### src/rtl/assert_macros.svh
// Assertion helpers shared by the RTL.
`ifndef ASSERT_MACROS_SVH
`define ASSERT_MACROS_SVH

// Same-cycle implication, disabled while reset is asserted (active low).
`define ASSERT_IMPL(label, clk, rst_n, ante, cons, msg) \
    label: assert property (@(posedge clk) disable iff (!(rst_n)) (ante) |-> (cons)) \
        else $error(msg);

// Next-cycle implication, disabled while reset is asserted (active low).
`define ASSERT_NEXT(label, clk, rst_n, ante, cons, msg) \
    label: assert property (@(posedge clk) disable iff (!(rst_n)) (ante) |=> (cons)) \
        else $error(msg);

`endif

### src/rtl/pcvi_pkg.sv
`timescale 1ns / 1ps
`default_nettype none

package pcvi_pkg;

    localparam int MAX_SEGMENTS = 16;
    localparam int MAX_FACTORS  = 4;

    localparam int BP_DEPTH = MAX_SEGMENTS + 1;
    localparam int LV_DEPTH = MAX_SEGMENTS * MAX_FACTORS;
    localparam int BP_AW    = (BP_DEPTH > 1) ? $clog2(BP_DEPTH) : 1;
    localparam int LV_AW    = (LV_DEPTH > 1) ? $clog2(LV_DEPTH) : 1;
    localparam int SEG_W    = $clog2(MAX_SEGMENTS + 1);
    localparam int FCNT_W   = $clog2(MAX_FACTORS + 1);
    localparam int FI_W     = (MAX_FACTORS > 1) ? $clog2(MAX_FACTORS) : 1;

    localparam int CFG_IDX_W  = 2;
    localparam int CFG_DATA_W = 8;

    // request kinds
    localparam logic [1:0] KIND_BP_WR = 2'd0;
    localparam logic [1:0] KIND_LV_WR = 2'd1;
    localparam logic [1:0] KIND_QUERY = 2'd2;

    // register indexes
    localparam logic [CFG_IDX_W-1:0] CFG_SEG_COUNT    = 2'd0;
    localparam logic [CFG_IDX_W-1:0] CFG_FACTOR_COUNT = 2'd1;

    typedef struct packed {
        logic [1:0]         kind;
        logic [4:0]         slot;
        logic [1:0]         factor_index;
        logic [31:0]        time_point;
        logic signed [15:0] level;
        logic [31:0]        start_time;
        logic [31:0]        duration;
    } t_in_req;

    typedef struct packed {
        logic [1:0]         factor_out;
        logic signed [47:0] integral_value;
        logic               error;
        logic               last;
    } t_out_res;

endpackage

`default_nettype wire

### src/rtl/pcvi_ram.sv
`timescale 1ns / 1ps
`default_nettype none

module pcvi_ram #(
    parameter int WIDTH = 32,
    parameter int DEPTH = 16,
    parameter int AW    = (DEPTH > 1) ? $clog2(DEPTH) : 1
) (
    input  wire logic             i_clk,
    input  wire logic             i_we,
    input  wire logic [AW-1:0]    i_waddr,
    input  wire logic [WIDTH-1:0] i_wdata,
    input  wire logic [AW-1:0]    i_raddr,
    output logic      [WIDTH-1:0] o_rdata
);

    logic [WIDTH-1:0] r_mem [DEPTH];

    always_ff @(posedge i_clk) begin
        if (i_we) begin
            r_mem[i_waddr] <= i_wdata;
        end
        o_rdata <= r_mem[i_raddr];
    end

endmodule

`default_nettype wire

### src/rtl/piecewise_constant_vector_integral.sv
`timescale 1ns / 1ps
`default_nettype none

// Piecewise-constant vector integral. Breakpoints (Q16.16) and per-segment
// level vectors (Q4.12, one entry per factor) are loaded through ordinary
// input requests; a breakpoint or level write returns nothing. A query
// request (start, duration) is answered by factor_count result requests,
// factor 0 first, the last one marked, each carrying the Q20.28 integral
// of that factor's level over the interval, or zero with the error flag
// when the start lies outside the timeline or the timeline runs out
// first. A query keeps the input side busy until its last result is loaded
// into the output register, and any output stall prolongs that. The busy
// time is set by the single read port of the breakpoint memory (breakpoints
// are read one at a time in the search and the walk) and by the one shared
// 33x16 multiplier, used by one factor at a time (level read, then
// multiply, then accumulate). Configuration is always ready; write it only
// while no query is in flight. Memories are not cleared: read only entries
// that were written.
module piecewise_constant_vector_integral
    import pcvi_pkg::*;
(
    input  wire logic                  i_clk,
    input  wire logic                  i_rst_n,
    // request input
    input  wire logic                  i_in_valid,
    output logic                       o_in_ready,
    input  wire t_in_req               i_in_data,
    // result output
    output logic                       o_out_valid,
    input  wire logic                  i_out_ready,
    output t_out_res                   o_out_data,
    // configuration writes
    input  wire logic                  i_cfg_valid,
    output logic                       o_cfg_ready,
    input  wire logic [CFG_IDX_W-1:0]  i_cfg_index,
    input  wire logic [CFG_DATA_W-1:0] i_cfg_data
);

`include "assert_macros.svh"

    // sequencer states
    localparam logic [3:0] S_IDLE = 4'd0;
    localparam logic [3:0] S_CHK0 = 4'd1;  // breakpoint 0 on read port
    localparam logic [3:0] S_CHKN = 4'd2;  // last breakpoint on read port
    localparam logic [3:0] S_SRCH = 4'd3;  // start segment search
    localparam logic [3:0] S_LOOP = 4'd4;  // walk decision
    localparam logic [3:0] S_LO   = 4'd5;  // segment low edge
    localparam logic [3:0] S_HI   = 4'd6;  // segment high edge
    localparam logic [3:0] S_STEP = 4'd7;  // clip span to remaining length
    localparam logic [3:0] S_MUL  = 4'd8;  // level on read port, multiply
    localparam logic [3:0] S_ACC  = 4'd9;  // accumulate product
    localparam logic [3:0] S_EMIT = 4'd10; // one result per factor

    logic [3:0] r_state, n_state;

    // configuration
    logic [SEG_W-1:0]  r_seg_count;
    logic [FCNT_W-1:0] r_fac_count;

    // query context
    logic [31:0]       r_t, n_t;
    logic [31:0]       r_rest, n_rest;     // length still to cover
    logic [31:0]       r_from, n_from;
    logic [31:0]       r_span, n_span;
    logic [31:0]       r_step, n_step;
    logic [SEG_W-1:0]  r_n, n_n;
    logic [FCNT_W-1:0] r_nf, n_nf;
    logic [SEG_W-1:0]  r_i, n_i;
    logic [SEG_W-1:0]  r_k, n_k;
    logic [FI_W-1:0]   r_fidx, n_fidx;
    logic              r_err, n_err;
    logic signed [47:0] r_prod;
    logic signed [47:0] r_acc [MAX_FACTORS];

    // output register
    logic      r_out_valid, n_out_valid;
    t_out_res  r_out_data, n_out_data;

    logic      w_in_acc;
    logic      w_acc_clr;
    logic      w_acc_add;
    logic      w_fidx_last;

    // memories
    logic             w_bp_we;
    logic [BP_AW-1:0] w_bp_raddr;
    logic [31:0]      w_bp_rdata;
    logic             w_lv_we;
    logic [LV_AW-1:0] w_lv_waddr;
    logic [LV_AW-1:0] w_lv_raddr;
    logic [15:0]      w_lv_rdata;
    logic signed [48:0] w_prod;

    assign o_in_ready  = (r_state == S_IDLE);
    assign o_cfg_ready = 1'b1;
    assign o_out_valid = r_out_valid;
    assign o_out_data  = r_out_data;

    assign w_in_acc    = i_in_valid && o_in_ready;
    assign w_fidx_last = (FCNT_W'(r_fidx) == FCNT_W'(r_nf - 1'b1));

    assign w_bp_we    = w_in_acc && (i_in_data.kind == KIND_BP_WR)
                        && (int'(i_in_data.slot) <= MAX_SEGMENTS);
    assign w_lv_we    = w_in_acc && (i_in_data.kind == KIND_LV_WR)
                        && (int'(i_in_data.slot) < MAX_SEGMENTS)
                        && (int'(i_in_data.factor_index) < MAX_FACTORS);
    assign w_lv_waddr = LV_AW'(int'(i_in_data.slot) * MAX_FACTORS
                               + int'(i_in_data.factor_index));

    pcvi_ram #(
        .WIDTH (32),
        .DEPTH (BP_DEPTH),
        .AW    (BP_AW)
    ) u_bp_ram (
        .i_clk   (i_clk),
        .i_we    (w_bp_we),
        .i_waddr (BP_AW'(i_in_data.slot)),
        .i_wdata (i_in_data.time_point),
        .i_raddr (w_bp_raddr),
        .o_rdata (w_bp_rdata)
    );

    pcvi_ram #(
        .WIDTH (16),
        .DEPTH (LV_DEPTH),
        .AW    (LV_AW)
    ) u_lv_ram (
        .i_clk   (i_clk),
        .i_we    (w_lv_we),
        .i_waddr (w_lv_waddr),
        .i_wdata (i_in_data.level),
        .i_raddr (w_lv_raddr),
        .o_rdata (w_lv_rdata)
    );

    // shared multiplier: clipped step (unsigned) times level (signed)
    assign w_prod = $signed({1'b0, r_step}) * $signed(w_lv_rdata);

    // ------------------------------------------------------------------
    // sequencer; memory read addresses come from next-state decisions so
    // that the data sits on the read port in the following state
    // ------------------------------------------------------------------
    always_comb begin
        n_state     = r_state;
        n_t         = r_t;
        n_rest      = r_rest;
        n_from      = r_from;
        n_span      = r_span;
        n_step      = r_step;
        n_n         = r_n;
        n_nf        = r_nf;
        n_i         = r_i;
        n_k         = r_k;
        n_fidx      = r_fidx;
        n_err       = r_err;
        n_out_valid = r_out_valid;
        n_out_data  = r_out_data;
        w_acc_clr   = 1'b0;
        w_acc_add   = 1'b0;
        w_bp_raddr  = '0;
        w_lv_raddr  = '0;

        if (r_out_valid && i_out_ready) begin
            n_out_valid = 1'b0;
        end

        case (r_state)
            S_IDLE: begin
                if (w_in_acc && (i_in_data.kind == KIND_QUERY)) begin
                    n_t       = i_in_data.start_time;
                    n_rest    = i_in_data.duration;
                    n_n       = r_seg_count;
                    n_nf      = r_fac_count;
                    n_err     = 1'b0;
                    n_i       = '0;
                    w_acc_clr = 1'b1;
                    w_bp_raddr = '0;
                    n_state   = S_CHK0;
                end
            end
            S_CHK0: begin
                if (r_t < w_bp_rdata) begin
                    n_err   = 1'b1;
                    n_fidx  = '0;
                    n_state = S_EMIT;
                end else begin
                    w_bp_raddr = BP_AW'(r_n);
                    n_state    = S_CHKN;
                end
            end
            S_CHKN: begin
                if (r_t > w_bp_rdata) begin
                    n_err   = 1'b1;
                    n_fidx  = '0;
                    n_state = S_EMIT;
                end else if (r_n > SEG_W'(1)) begin
                    n_k        = SEG_W'(1);
                    w_bp_raddr = BP_AW'(1);
                    n_state    = S_SRCH;
                end else begin
                    n_state = S_LOOP;
                end
            end
            S_SRCH: begin
                // highest breakpoint below the last that is at most the start
                if (w_bp_rdata <= r_t) begin
                    n_i = r_k;
                end
                if (r_k == r_n - 1'b1) begin
                    n_state = S_LOOP;
                end else begin
                    n_k        = r_k + 1'b1;
                    w_bp_raddr = BP_AW'(r_k + 1'b1);
                end
            end
            S_LOOP: begin
                if ((r_rest != '0) && (r_i < r_n)) begin
                    w_bp_raddr = BP_AW'(r_i);
                    n_state    = S_LO;
                end else begin
                    n_err   = (r_rest != '0);
                    n_fidx  = '0;
                    n_state = S_EMIT;
                end
            end
            S_LO: begin
                n_from     = (r_t > w_bp_rdata) ? r_t : w_bp_rdata;
                w_bp_raddr = BP_AW'(r_i + 1'b1);
                n_state    = S_HI;
            end
            S_HI: begin
                // a reversed segment contributes nothing
                n_span  = (w_bp_rdata > r_from) ? (w_bp_rdata - r_from) : '0;
                n_state = S_STEP;
            end
            S_STEP: begin
                n_step     = (r_span > r_rest) ? r_rest : r_span;
                n_rest     = r_rest - ((r_span > r_rest) ? r_rest : r_span);
                n_fidx     = '0;
                w_lv_raddr = LV_AW'(int'(r_i) * MAX_FACTORS);
                n_state    = S_MUL;
            end
            S_MUL: begin
                n_state = S_ACC;
            end
            S_ACC: begin
                w_acc_add = 1'b1;
                if (w_fidx_last) begin
                    n_i     = r_i + 1'b1;
                    n_state = S_LOOP;
                end else begin
                    n_fidx     = r_fidx + 1'b1;
                    w_lv_raddr = LV_AW'(int'(r_i) * MAX_FACTORS + int'(r_fidx) + 1);
                    n_state    = S_MUL;
                end
            end
            S_EMIT: begin
                if (!r_out_valid || i_out_ready) begin
                    n_out_valid                = 1'b1;
                    n_out_data.factor_out      = 2'(r_fidx);
                    n_out_data.integral_value  = r_err ? '0 : r_acc[r_fidx];
                    n_out_data.error           = r_err;
                    n_out_data.last            = w_fidx_last;
                    if (w_fidx_last) begin
                        n_state = S_IDLE;
                    end else begin
                        n_fidx = r_fidx + 1'b1;
                    end
                end
            end
            default: begin
                n_state = S_IDLE;
            end
        endcase
    end

    always_ff @(posedge i_clk) begin
        if (!i_rst_n) begin
            r_state     <= S_IDLE;
            r_out_valid <= 1'b0;
            r_nf        <= FCNT_W'(1);
            r_fidx      <= '0;
        end else begin
            r_state     <= n_state;
            r_out_valid <= n_out_valid;
            r_nf        <= n_nf;
            r_fidx      <= n_fidx;
        end
    end

    // datapath registers, no reset needed
    always_ff @(posedge i_clk) begin
        r_t        <= n_t;
        r_rest     <= n_rest;
        r_from     <= n_from;
        r_span     <= n_span;
        r_step     <= n_step;
        r_n        <= n_n;
        r_i        <= n_i;
        r_k        <= n_k;
        r_err      <= n_err;
        r_out_data <= n_out_data;
        r_prod     <= 48'(w_prod);
        if (w_acc_clr) begin
            for (int j = 0; j < MAX_FACTORS; j++) begin
                r_acc[j] <= '0;
            end
        end else if (w_acc_add) begin
            r_acc[r_fidx] <= r_acc[r_fidx] + r_prod;
        end
    end

    // configuration registers, saturated into their legal ranges
    always_ff @(posedge i_clk) begin
        if (!i_rst_n) begin
            r_seg_count <= SEG_W'(1);
            r_fac_count <= FCNT_W'(1);
        end else if (i_cfg_valid && o_cfg_ready) begin
            case (i_cfg_index)
                CFG_SEG_COUNT: begin
                    if (i_cfg_data[4:0] == 5'd0) begin
                        r_seg_count <= SEG_W'(1);
                    end else if (int'(i_cfg_data[4:0]) > MAX_SEGMENTS) begin
                        r_seg_count <= SEG_W'(MAX_SEGMENTS);
                    end else begin
                        r_seg_count <= SEG_W'(i_cfg_data[4:0]);
                    end
                end
                CFG_FACTOR_COUNT: begin
                    if (i_cfg_data[2:0] == 3'd0) begin
                        r_fac_count <= FCNT_W'(1);
                    end else if (int'(i_cfg_data[2:0]) > MAX_FACTORS) begin
                        r_fac_count <= FCNT_W'(MAX_FACTORS);
                    end else begin
                        r_fac_count <= FCNT_W'(i_cfg_data[2:0]);
                    end
                end
                default: begin
                end
            endcase
        end
    end

    // an error result never carries a value
    `ASSERT_IMPL(a_err_zero, i_clk, i_rst_n,
        r_out_valid && r_out_data.error, r_out_data.integral_value == '0,
        "error result with non-zero integral")

    // the marked result is the one of the highest factor in use
    `ASSERT_IMPL(a_last_factor, i_clk, i_rst_n,
        r_out_valid && r_out_data.last,
        r_out_data.factor_out == 2'(r_nf - 1'b1),
        "last flag on wrong factor")

    // a query holds off further requests
    `ASSERT_NEXT(a_query_busy, i_clk, i_rst_n,
        w_in_acc && (i_in_data.kind == KIND_QUERY), !o_in_ready,
        "request accepted during query")

endmodule

`default_nettype wire
### config.mk
export PLATFORM = sky130hd
export DESIGN_NAME = piecewise_constant_vector_integral
export DESIGN_NICKNAME = d
export VERILOG_FILES = /design/src/rtl/pcvi_pkg.sv /design/src/rtl/pcvi_ram.sv /design/src/rtl/piecewise_constant_vector_integral.sv
export VERILOG_INCLUDE_DIRS = /design/src /design/src/rtl
export SDC_FILE = /design/constraint.sdc
export NUM_CORES = 2
export LEC_CHECK = 0
export BUFFER_PORTS_ARGS = -buffer_cell sky130_fd_sc_hd__buf_4
export CORE_ASPECT_RATIO = 0.9
export CORE_UTILIZATION = 31
export CTS_CLUSTER_DIAMETER = 60
export DETAILED_ROUTE_END_ITERATION = 12
export PLACE_DENSITY = 0.48
export RECOVER_POWER = 100
export SYNTH_ARGS = -nofsm -noshare
export SYNTH_HDL_FRONTEND = slang
export SYNTH_SLANG_ARGS = --single-unit
### constraint.sdc
create_clock -name i_clk -period 7.5 [get_ports i_clk]
set_input_delay 0.375 -clock i_clk [delete_from_list [all_inputs] [get_ports i_clk]]
set_output_delay 0.375 -clock i_clk [all_outputs]
set_load 0.02 [all_outputs]
==> results.yml <==
status:
  status: "finished, violations left"
  violations: "capacitance limit, slew limit"
drt:
  ant_nets: 0
  drc: 0
  wl_um: 282000
  wire_per_inst_um: 22.9
  via_per_inst: 4.90
  drt_first_pass_iters: 6
  drt_iter0_drc: 4636
  route.vias.total: 60400
power:
  vdd_drop_max_mv: 0.244
  p_leak_uw: 0.0433
  cellPowerDensity_nw_per_um2: 310
timing:
  final_hold_viol_count: 0
  finClkSkew_ps: 104
  worstMarginPinSlew_ps: 3560
  period_minus_slack_ps: 7190
  slew_headroom_pct: -137
  tns_ps: 0
  finalCritPeriodShare_pct: 95.9
  max_freq_mhz: 139
  finalSetupViolCount: 0
  setup_ws_ps: 309
  rsz0062_at_grt: "no"
  drv_slew: 2564
worst_setup_path:
  cp.arrival_ps: 8010
  critPathMaxFanout: 12
  cpMaxStageDelayCell: "dfxtp_1"
  path_common_cell: "fa_1"
  crit_family: "adder cells"
  worst-setup-path-type: "reg2reg"
  critPathBufInv: 4
  startpoint_type: "register"
  crit_required_ps: 8320
  max_stage_delay_ps: 740
  path_cells: "nand2_1 -> fa_1 -> inv_1 -> fa_1 -> fa_1 -> inv_1 -> fa_1 -> fa_1 -> fa_1 -> inv_1 -> ha_1 -> a21oi_1 -> o21ai_0 -> o41ai_1 -> o31ai_1 -> a2111oi_0 -> buf_4 -> o221ai_1 -> a31o_2 -> nand3_1 -> a21oi_1 -> a31oi_1 -> xnor2_1"
  crit_path_end_kind: "register"
logic_synthesis:
  synth-async-reset-ratio_pct: 0
  ys_ff_latch: 2104
  yosysTopAreaCellShare_pct: 57.4
  synth_nets: 8156
  synth-edff-count: 1988
  synth_cell_types: 82
  ys_top_cells_by_count: "1,988 x edfxtp_1, 794 x nand2_1, 716 x inv_1"
  yosys_warnings: 0
  synth_flop_cell: "edfxtp_1"
  syn_avg_cell_area_um2: 14.3
  synthCells: 7265
  syn_area_um2: 104000
  yosysMostFrequentCell: "edfxtp_1"
  ys_top_cells_by_area: "edfxtp_1 57%, fa_1 8.1%, mux4_2 8.0%"
  synth_area_leader_cell: "edfxtp_1"
  ys_seq_area_share_pct: 59.6
floorplan:
  fp.dieArea_um2: 338000
  core_um2: 333000
  die_height_um: 552
  start_util_pct: 31.2
  num_rows: 201
  ios: 191
  chipWidth_um: 613
flow_run:
  cap_violations: 64
place:
  place_ws_ps: 261
  io_buffers: 186
  hpwl_um: 180000
  gp_congestion: 0.825
final_layout:
  final_net_count: 8531
  final_layout_size_suffix_gt1_share_pct: 12.2
  area_delta_synth_final_pct: 14.4
  fillers: 32100
hold_path:
  hold_class: "in2reg"
global_route:
  grt_usage_pct: 16.4
  grt_pass1_wl_um: 416000
  grt_max_degree: 86
  grt_pass1_vias: 62300
  antenna_found_initial: 21
  overflow: 0
clocking:
  clock-sinks: 2104
  cts_max_level: 4
  cts.path.max_buffers: 4
  clock_latency_ps: 920
  cts_tree: "built"
  clk_pin_slew_ps: 60
  cts_root_buf: "clkbuf_16"
  cts_inserted_buffers: 233
[tightest hold or removal path: stages]
cell,delay (ps)
buf_4,80
or3b_2,320
a21oi_1,120
nor2_1,70
[routing by layer]
layer  up-vias  track usage (%)  part of all wire, %
met5         -                0                0.033
met4        14             4.41                  2.6
met3       389             2.33                  5.3
met2      1463             26.8                   47
met1     31300             22.9                   45
li1      27200                -                    -
[path summary, 6_finish.rpt]
kind,start,to,slack (ps),cells past startpoint
worst min register to register,r_seg_count[4],r_n[4],440,0
worst max-delay path,u_lv_ram.o_rdata[8],r_prod[47],310,23
worst min-delay path,i_cfg_index[1],r_seg_count[1],160,4
worst max register to register,u_lv_ram.o_rdata[8],r_prod[47],310,23
[area by class of cell]
class,count,area [um2],share of cell area [%]
Sequential cell,2104,62000,52.1
Multi-Input combinational cell,4101,38200,32.1
Clock buffer,302,6260,5.26
Tap cell,4466,5590,4.69
Timing Repair Buffer,483,3170,2.67
Inverter,717,2690,2.26
Clock inverter,127,1110,0.935
Antenna cell,10,25.0,0.0210
[report_power, final]
group | leakage, uW | internal, uW | switching (uW)
clock | 0.00358 | 6260 | 4790
sequential | 0.0190 | 13600 | 361
combinational | 0.0207 | 4770 | 7200
[what timing repair did]
item	in CTS	in global routing
hold endpoints to repair	618	0
setup endpoints to repair	0	2
gates resized for setup	0	1
hold buffers	104	0
buffers inserted	0	2
[registers in the layout, summed over array words and instances (netlist names), 2 cells and up, named ones only]
| signal | count |
|---|---|
| u_lv_ram.r_mem | 1024 |
| u_bp_ram.r_mem | 544 |
| r_acc | 192 |
| o_out_data | 52 |
| r_prod | 48 |
| r_from | 32 |
| r_rest | 32 |
| r_span | 32 |
| r_step | 32 |
| r_t | 32 |
| u_bp_ram.o_rdata | 32 |
| u_lv_ram.o_rdata | 16 |
| r_i | 5 |
| r_k | 5 |
| r_n | 5 |
| r_seg_count | 5 |
| r_state | 4 |
| r_fac_count | 3 |
| r_nf | 3 |
| r_fidx | 2 |
[cells in the final DEF, fill, tap and decap left out, types with 88 or more instances in the layout]
cell / n
a211oi_1: 113
a21o_1: 107
a21oi_1: 185
and2_1: 262
buf_4: 136
clkbuf_1: 268
clkbuf_16: 237
dfxtp_1: 113
dlygate4sd3_1: 104
edfxtp_1: 1988
fa_1: 421
ha_1: 334
inv_1: 715
mux2i_1: 99
mux4_2: 368
nand2_1: 790
nor2_1: 376
nor2b_1: 96
o21ai_0: 129
xnor2_1: 88
[per-stage QoR]
stage	std cells	utilization, %	total power [uW]	instance area, um2	hold slack (ps)
2_1_floorplan	7265	-	22600	104000	408
3_3_place_gp	11800	33.4	26000	111000	415
3_5_place_dp	11800	33.4	26100	111000	422
4_1_cts	12300	36.0	37300	120000	6.58
5_1_grt	12300	35.7	39200	119000	172
6_report	12300	35.7	36900	119000	162
[kinds of logic (layout without fill, tap and decap cells)]
logic type | after synthesis | in the layout | share of synthesized area [%]
buf+inv | 1060 | 1629 | 3.97
xor+xnor | 152 | 152 | 1.28
other cells | 1 | 11 | 0.00360
flops | 2104 | 2104 | 59.6
compound gates | 848 | 848 | 5.56
mux | 499 | 499 | 9.27
simple gates | 1846 | 1846 | 8.19
fa+ha+maj | 755 | 755 | 12.1
Note: power is estimated with default switching activity, not from simulation.
